<file path="src/rtl/sfr_pkg.sv">
package sfr_pkg;

    localparam int CFG_INDEX_W = 4;
    localparam int CFG_DATA_W  = 64;

    localparam logic [CFG_INDEX_W-1:0] CFG_PATTERN_BYTES      = 4'd0;
    localparam logic [CFG_INDEX_W-1:0] CFG_PATTERN_LENGTH     = 4'd1;
    localparam logic [CFG_INDEX_W-1:0] CFG_REPLACEMENT_BYTES  = 4'd2;
    localparam logic [CFG_INDEX_W-1:0] CFG_REPLACEMENT_LENGTH = 4'd3;

    localparam logic [7:0] NEWLINE_BYTE = 8'h0A;

    typedef enum logic [1:0] {
        ST_IDLE,
        ST_SEARCH,
        ST_EMIT_TEXT,
        ST_EMIT_REPL
    } sfr_state_t;

endpackage

</file>
<file path="src/rtl/streaming_find_replace.sv">
// Byte-stream find and replace. Each transaction on the input channel carries one text
// byte; the block answers with zero to eight output transactions, the last one flagged by
// last_of_run. Bytes that may still begin an occurrence of the pattern are held back and
// released once a later byte decides them. A shared lane comparator checks the held bytes
// against the pattern at one head offset per cycle. An ordinary byte is accepted, then
// searched from head offset zero upward (one to nine offsets), and its output bytes are
// taken one per cycle while out_ready is high; a newline skips the search. in_ready is
// high only while no item is in work. Configuration writes are always taken and must only
// be issued while the block is idle.
module streaming_find_replace #(
    parameter int MAX_PATTERN = 8
) (
    input  logic                              clk,
    input  logic                              rst_n,
    input  logic                              cfg_valid,
    output logic                              cfg_ready,
    input  logic [sfr_pkg::CFG_INDEX_W-1:0]   cfg_index,
    input  logic [sfr_pkg::CFG_DATA_W-1:0]    cfg_data,
    input  logic                              in_valid,
    output logic                              in_ready,
    input  logic [7:0]                        in_byte,
    input  logic                              end_of_stream,
    output logic                              out_valid,
    input  logic                              out_ready,
    output logic [7:0]                        out_byte,
    output logic                              last_of_run
);

    localparam int LEN_W = $clog2(MAX_PATTERN + 1);
    localparam int IDX_W = (MAX_PATTERN > 1) ? $clog2(MAX_PATTERN) : 1;

    function automatic logic [LEN_W-1:0] clamp_len(input logic [3:0] raw);
        logic [LEN_W-1:0] res;
        if (raw == 4'd0)
        begin
            res = LEN_W'(1);
        end
        else if (32'(raw) > MAX_PATTERN)
        begin
            res = LEN_W'(MAX_PATTERN);
        end
        else
        begin
            res = LEN_W'(raw);
        end
        return res;
    endfunction

    sfr_pkg::sfr_state_t state_reg, state_next;

    logic [sfr_pkg::CFG_DATA_W-1:0] pattern_reg;
    logic [sfr_pkg::CFG_DATA_W-1:0] repl_reg;
    logic [3:0]                     plen_raw_reg;
    logic [3:0]                     rlen_raw_reg;

    logic [7:0]       buf_reg  [MAX_PATTERN];
    logic [7:0]       buf_next [MAX_PATTERN];
    logic [LEN_W-1:0] count_reg, count_next;
    logic [LEN_W-1:0] fill_reg, fill_next;
    logic [LEN_W-1:0] head_reg, head_next;
    logic [LEN_W-1:0] ptr_reg, ptr_next;
    logic [LEN_W-1:0] total_reg, total_next;
    logic             eos_reg, eos_next;

    logic [7:0]       aligned [MAX_PATTERN];
    logic             match;
    logic [LEN_W-1:0] plen;
    logic [LEN_W-1:0] rlen;
    logic [LEN_W-1:0] span;
    logic [LEN_W-1:0] release_cnt;
    logic [LEN_W-1:0] keep_cnt;
    logic [LEN_W-1:0] emit_limit;
    logic             rep_hit;
    logic             keep_hit;
    logic             emit_last;
    logic             newline_in;

    sfr_match #(
        .MAX_PATTERN (MAX_PATTERN),
        .LEN_W       (LEN_W),
        .IDX_W       (IDX_W)
    ) u_match (
        .buffer  (buf_reg),
        .head    (head_reg),
        .fill    (fill_reg),
        .pattern (pattern_reg),
        .aligned (aligned),
        .match   (match)
    );

    assign plen        = clamp_len(plen_raw_reg);
    assign rlen        = clamp_len(rlen_raw_reg);
    assign span        = fill_reg - head_reg;
    assign rep_hit     = (head_reg == '0) && (fill_reg == plen) && match;
    assign keep_hit    = (span < plen) && match;
    assign release_cnt = eos_reg ? fill_reg : head_reg;
    assign keep_cnt    = eos_reg ? '0 : span;
    assign newline_in  = (in_byte == sfr_pkg::NEWLINE_BYTE);
    assign emit_limit  = (state_reg == sfr_pkg::ST_EMIT_REPL) ? rlen : total_reg;
    assign emit_last   = (ptr_reg == emit_limit - LEN_W'(1));

    // Configuration registers
    always_ff @(posedge clk or negedge rst_n)
    begin
        if (!rst_n)
        begin
            pattern_reg  <= '0;
            plen_raw_reg <= 4'd1;
            repl_reg     <= '0;
            rlen_raw_reg <= 4'd1;
        end
        else if (cfg_valid && cfg_ready)
        begin
            unique case (cfg_index)
                sfr_pkg::CFG_PATTERN_BYTES:      pattern_reg  <= cfg_data;
                sfr_pkg::CFG_PATTERN_LENGTH:     plen_raw_reg <= cfg_data[3:0];
                sfr_pkg::CFG_REPLACEMENT_BYTES:  repl_reg     <= cfg_data;
                sfr_pkg::CFG_REPLACEMENT_LENGTH: rlen_raw_reg <= cfg_data[3:0];
                default:                         ;
            endcase
        end
    end

    always_ff @(posedge clk or negedge rst_n)
    begin
        if (!rst_n)
        begin
            state_reg <= sfr_pkg::ST_IDLE;
            count_reg <= '0;
        end
        else
        begin
            state_reg <= state_next;
            count_reg <= count_next;
        end
    end

    always_ff @(posedge clk)
    begin
        buf_reg   <= buf_next;
        fill_reg  <= fill_next;
        head_reg  <= head_next;
        ptr_reg   <= ptr_next;
        total_reg <= total_next;
        eos_reg   <= eos_next;
    end

    // Next state
    always_comb
    begin
        state_next = state_reg;
        unique case (state_reg) inside
            sfr_pkg::ST_IDLE:
            begin
                if (in_valid)
                begin
                    state_next = newline_in ? sfr_pkg::ST_EMIT_TEXT : sfr_pkg::ST_SEARCH;
                end
            end
            sfr_pkg::ST_SEARCH:
            begin
                if (rep_hit)
                begin
                    state_next = sfr_pkg::ST_EMIT_REPL;
                end
                else if (keep_hit)
                begin
                    state_next = (release_cnt == '0) ? sfr_pkg::ST_IDLE
                                                     : sfr_pkg::ST_EMIT_TEXT;
                end
            end
            sfr_pkg::ST_EMIT_TEXT, sfr_pkg::ST_EMIT_REPL:
            begin
                if (out_ready && emit_last)
                begin
                    state_next = sfr_pkg::ST_IDLE;
                end
            end
            default: state_next = sfr_pkg::ST_IDLE;
        endcase
    end

    // Handshake and output drive
    always_comb
    begin
        cfg_ready   = 1'b1;
        in_ready    = (state_reg == sfr_pkg::ST_IDLE);
        out_valid   = (state_reg == sfr_pkg::ST_EMIT_TEXT) ||
                      (state_reg == sfr_pkg::ST_EMIT_REPL);
        last_of_run = emit_last;
        if (state_reg == sfr_pkg::ST_EMIT_REPL)
        begin
            out_byte = repl_reg[{ptr_reg[IDX_W-1:0], 3'b000} +: 8];
        end
        else
        begin
            out_byte = buf_reg[ptr_reg[IDX_W-1:0]];
        end
    end

    // Datapath
    always_comb
    begin
        buf_next   = buf_reg;
        count_next = count_reg;
        fill_next  = fill_reg;
        head_next  = head_reg;
        ptr_next   = ptr_reg;
        total_next = total_reg;
        eos_next   = eos_reg;
        unique case (state_reg)
            sfr_pkg::ST_IDLE:
            begin
                if (in_valid)
                begin
                    buf_next[count_reg[IDX_W-1:0]] = in_byte;
                    fill_next = count_reg + LEN_W'(1);
                    eos_next  = end_of_stream;
                    ptr_next  = '0;
                    if (newline_in)
                    begin
                        // release everything, newline included, keep nothing
                        head_next  = count_reg + LEN_W'(1);
                        total_next = count_reg + LEN_W'(1);
                    end
                    else
                    begin
                        head_next = '0;
                    end
                end
            end
            sfr_pkg::ST_SEARCH:
            begin
                if (!rep_hit)
                begin
                    if (keep_hit)
                    begin
                        total_next = release_cnt;
                        if (release_cnt == '0)
                        begin
                            buf_next   = aligned;
                            count_next = keep_cnt;
                        end
                    end
                    else
                    begin
                        head_next = head_reg + LEN_W'(1);
                    end
                end
            end
            sfr_pkg::ST_EMIT_TEXT:
            begin
                if (out_ready)
                begin
                    ptr_next = ptr_reg + LEN_W'(1);
                    if (emit_last)
                    begin
                        // compact the survivors down to the front of the buffer
                        buf_next   = aligned;
                        count_next = keep_cnt;
                    end
                end
            end
            sfr_pkg::ST_EMIT_REPL:
            begin
                if (out_ready)
                begin
                    ptr_next = ptr_reg + LEN_W'(1);
                    if (emit_last)
                    begin
                        count_next = '0;
                    end
                end
            end
            default: ;
        endcase
    end

endmodule

</file>
<file path="src/rtl/sfr_match.sv">
module sfr_match #(
    parameter int MAX_PATTERN = 8,
    parameter int LEN_W       = $clog2(MAX_PATTERN + 1),
    parameter int IDX_W       = (MAX_PATTERN > 1) ? $clog2(MAX_PATTERN) : 1
) (
    input  logic [7:0]                    buffer [MAX_PATTERN],
    input  logic [LEN_W-1:0]              head,
    input  logic [LEN_W-1:0]              fill,
    input  logic [sfr_pkg::CFG_DATA_W-1:0] pattern,
    output logic [7:0]                    aligned [MAX_PATTERN],
    output logic                          match
);

    logic [LEN_W-1:0] span;
    logic [LEN_W:0]   pos;

    assign span = fill - head;

    // Compare the buffer, viewed from the head, against the pattern on every lane below fill - head at once.
    always_comb
    begin
        match = 1'b1;
        pos   = '0;
        for (int i = 0; i < MAX_PATTERN; i++)
        begin
            pos = {1'b0, head} + (LEN_W + 1)'(i);
            if (pos < (LEN_W + 1)'(MAX_PATTERN))
            begin
                aligned[i] = buffer[pos[IDX_W-1:0]];
            end
            else
            begin
                aligned[i] = '0;
            end
            if ((LEN_W'(i) < span) && (aligned[i] != pattern[8*i +: 8]))
            begin
                match = 1'b0;
            end
        end
    end

endmodule

</file>
<file path="config.mk">
export PLATFORM = sky130hd
export DESIGN_NAME = streaming_find_replace
export DESIGN_NICKNAME = d
export VERILOG_FILES = /design/src/rtl/sfr_pkg.sv /design/src/rtl/streaming_find_replace.sv /design/src/rtl/sfr_match.sv
export SDC_FILE = /design/constraint.sdc
export NUM_CORES = 1
export LEC_CHECK = 0
export BUFFER_PORTS_ARGS = -buffer_cell sky130_fd_sc_hd__buf_2
export CORE_MARGIN = 8
export CORE_UTILIZATION = 50
export CTS_CLUSTER_DIAMETER = 120
export DETAILED_ROUTE_END_ITERATION = 16
export GPL_ROUTABILITY_DRIVEN = 0
export PLACE_DENSITY = 0.68
export REMOVE_ABC_BUFFERS = 1
export SLEW_MARGIN = 30
export SYNTH_ARGS = -nofsm -noshare
export SYNTH_HDL_FRONTEND = slang
export SYNTH_SLANG_ARGS = --single-unit
</file>
<file path="constraint.sdc">
create_clock -name clk -period 7 [get_ports clk]
set_input_delay 1.4 -clock clk [delete_from_list [all_inputs] [get_ports clk]]
set_output_delay 1.4 -clock clk [all_outputs]
set_load 0.005 [all_outputs]
</file>
==> impl_results.md <==
* Die Y at about 190 um
* Share of layout cells above drive strength 1 at 32.8%
* Worst-Skew Late Latency at about 0.55 ns
* Setup bufs post-CTS at 0
* Post-Synth XOR/XNOR Area at 3.68%
* Setup crit start kind: flip-flop
* WP buf/inv at 3
* Number of CTS-inserted buffers at 26
* CP max FO at 17
* # DRC at 0
* Number of synthesized flops with an enable pin at 81
* Via-to-Cell Ratio at 7.01
* Area share of fa/ha/maj cells after synthesis at 2.03%
* Critical Path Slowest Stage Cell: edfxtp_1
* Non-Filler Instances at 1668
* Root buf cell: clkbuf_16
* Fin util at 56.5%
* CP required at roughly 7.2 ns
* Clock Path Buffers at 3
* Achievable Freq at 0.151 GHz
* Combinational family with the most area after synthesis: multiplexers
* Nets at 1369
* Crit path cell chain: inv_1, ha_1, or4b_2, a21oi_1, a22oi_1, xnor2_1, nor4_1, a22oi_1, nor4_1, a2bb2oi_1, buf_4, a31oi_1, a211oi_1, buf_4
* Diode count at 0
* Simple-gate share of the synthesized area at 8.20%
* Post-synthesis mux area share at 30.0%
* Routed Wire Length at 48.1 mm
* Final Hold Viols at 0
* #FFs+latches synth at 223
* Initial antenna violation count at 0
* CP peak stage delay at around 0.86 ns
* Most used DFF post-synth: dfrtp_1
* Worst Path Class, Setup: flip-flop to flip-flop
* Distinct cell type count after synthesis at 72
* Initial DRC count at ~1500
* RSZ-0062 raised after global routing: no
* Clk slew on worst S/H paths at 0.06 ns
* IO buf count at 92
* Syn Std Cell Area at 14500 um^2
* CTS Hold Bufs at 0
* Die X at 186 um
* Worst Clk Skew at 0.0229 ns
* Total track usage at 27.0%
* DRT antenna net count at 0
* CTS sink cnt at 223
* Fin crit share at 94.4%
* Ys async rst share at between 60 and 70%
* Synthesized instance count at 1192
* Critical path arrival at 6.85 ns
* Num rows at 62
* Core region area at 28700 um^2
* Status: completed
* Slew @ Worst Pin at 1.08 ns
* CTS resizes at 0
* IO Count at 94
* Worst rel slew slack at 28.1%
* CTS tree: built
* Initial Util at 50.6%
* Max-slew violations at 0
* Die ar. at 34800 um^2
* Final Hold Slack at 0.501 ns
* Seq/Total Area, Yosys at 41.2%
* Drt pass-1 iters at 9
* Total gr overflow at 0
* First-pass GRT wire length at around 74 mm
* Mean routed wirelength per cell at 28.8 um
* Type of the worst min-delay path: flip-flop to flip-flop
* Synthesized area per cell at approximately 12 um^2
* Min Tclk post-route at 6.61 ns
* Synthesis Warnings at 0
* Area Overhead vs Synth at 11.7%
* Largest net degree at the start of global routing at 79
* H-Tree Depth at 1
* Via count of the first global-routing pass at 11900
* Post-DP HPWL at approximately 34 mm
* Final setup viols at 0
* Top delay family on crit path: compound AO/OA/AOI/OAI gates
* Vias at approximately 12000
* Cells after DPL at 1620
* Compound-Gate Fraction of Synth Area at 11.3%
* Worst Setup End Kind: flip-flop
* Max-cap violations at 0
## kinds of logic after synthesis
family	Yosys count
AO/OA/AOI/OAI	251
XOR/XNOR	61
adder cells (fa/ha/maj)	23
buffers and inverters	112
flip-flops	223
multiplexers	293
other	1
AND/OR/NAND/NOR	228
## area by class of cell
type	instances	area [um^2]
sequential	223	5990
clock buffer	41	831
inverter	34	128
multi-input combinational	857	8060
tap	384	480
clock inverter	7	45.0
fill	2451	12500
timing repair buffer	122	696
## cells in the final DEF (no fill, tap or decap), types with 4 or more instances in the layout
cell,netlist,routed
buf_2,17,91
nor2b_1,11,11
a211oi_1,12,12
nand3_1,20,20
and4_1,4,4
o21ai_0,47,47
nand2_1,62,62
clkbuf_8,0,6
mux2_2,135,135
nand2b_1,7,7
and2_1,6,6
a31oi_1,11,11
clkinv_2,0,4
nor2_1,38,38
inv_1,32,32
ha_1,22,21
o211ai_1,4,4
a22oi_1,36,36
nand3b_1,5,5
a21o_1,7,7
xor2_1,19,19
o22ai_1,60,60
nor3_1,21,20
or3_1,6,6
dfrtp_1,140,140
xnor2_1,42,41
buf_4,5,29
mux2i_1,57,57
a21oi_1,34,34
edfxtp_1,81,81
mux4_2,101,101
clkbuf_16,0,29
o21bai_1,4,4
clkbuf_1,41,6
nor4_1,14,14
or2_2,5,5
nand4_1,14,14
## metal layers
layer | GRT usage, % | share of wire (%) | vias up
met4 | 17.0 | 7.7 | 0
met3 | 9.04 | 13 | 234
met2 | 40.4 | 44 | 937
met5 | 0 | 0 | -
li1 | - | - | 4828
met1 | 33.5 | 35 | 5689
## through the flow
step / instance area [um^2] / setup TNS [ns] / worst slack [ns]
after global placement: 15300 / 0 / 1.08
final: 16200 / 0 / 0.391
after floorplan: 14200 / -137.06 / -1.88
after CTS: 16200 / 0 / 0.917
after global routing: 16200 / 0 / 0.355
after detailed placement: 15300 / 0 / 0.987
## cell usage after synthesis, drive strengths merged, types with 3 or more instances
cell	instances	area share (%)
a211o	3	0.18
a211oi	12	0.62
a21boi	4	0.21
a21o	7	0.36
a21oi	34	1.2
a22oi	37	1.9
a31o	3	0.18
a31oi	11	0.47
a32oi	3	0.18
and2	6	0.26
and4	4	0.24
buf	37	1.5
clkbuf	41	1.1
dfrtp	140	24
edfxtp	81	17
ha	22	1.9
inv	33	0.85
mux2	135	10
mux2i	57	3.9
mux4	101	16
nand2	62	1.6
nand2b	7	0.30
nand3	20	0.69
nand3b	5	0.26
nand4	14	0.60
nor2	38	0.98
nor2b	11	0.47
nor3	21	0.72
nor3b	3	0.15
nor4	16	0.84
o211ai	4	0.21
o21ai	47	1.6
o21bai	4	0.21
o221ai	3	0.18
o22ai	60	2.6
or2	5	0.22
or3	6	0.26
xnor2	42	2.5
xor2	19	1.1
## path summary, 6_finish.rpt
kind	startpoint	end	slack (ns)	depth (start not counted)
worst max-delay path	head_reg[1]$_DFFE_PP_	buf_reg[57]$_DFFE_PP_	0.39	14
worst min-delay path	repl_reg[53]$_DFFE_PN0P_	repl_reg[53]$_DFFE_PN0P_	0.50	1
worst max register to register	head_reg[1]$_DFFE_PP_	buf_reg[57]$_DFFE_PP_	0.39	14
worst min register to register	repl_reg[53]$_DFFE_PN0P_	repl_reg[53]$_DFFE_PN0P_	0.50	1
max in group asynchronous	rst_n	pattern_reg[23]$_DFFE_PN0P_	5.05	2
min in group asynchronous	rst_n	repl_reg[40]$_DFFE_PN0P_	0.83	1
Power is left out: the tool's default activity adds up to more than one toggle a clock period on the data nets, which glitch-free logic cannot reach.
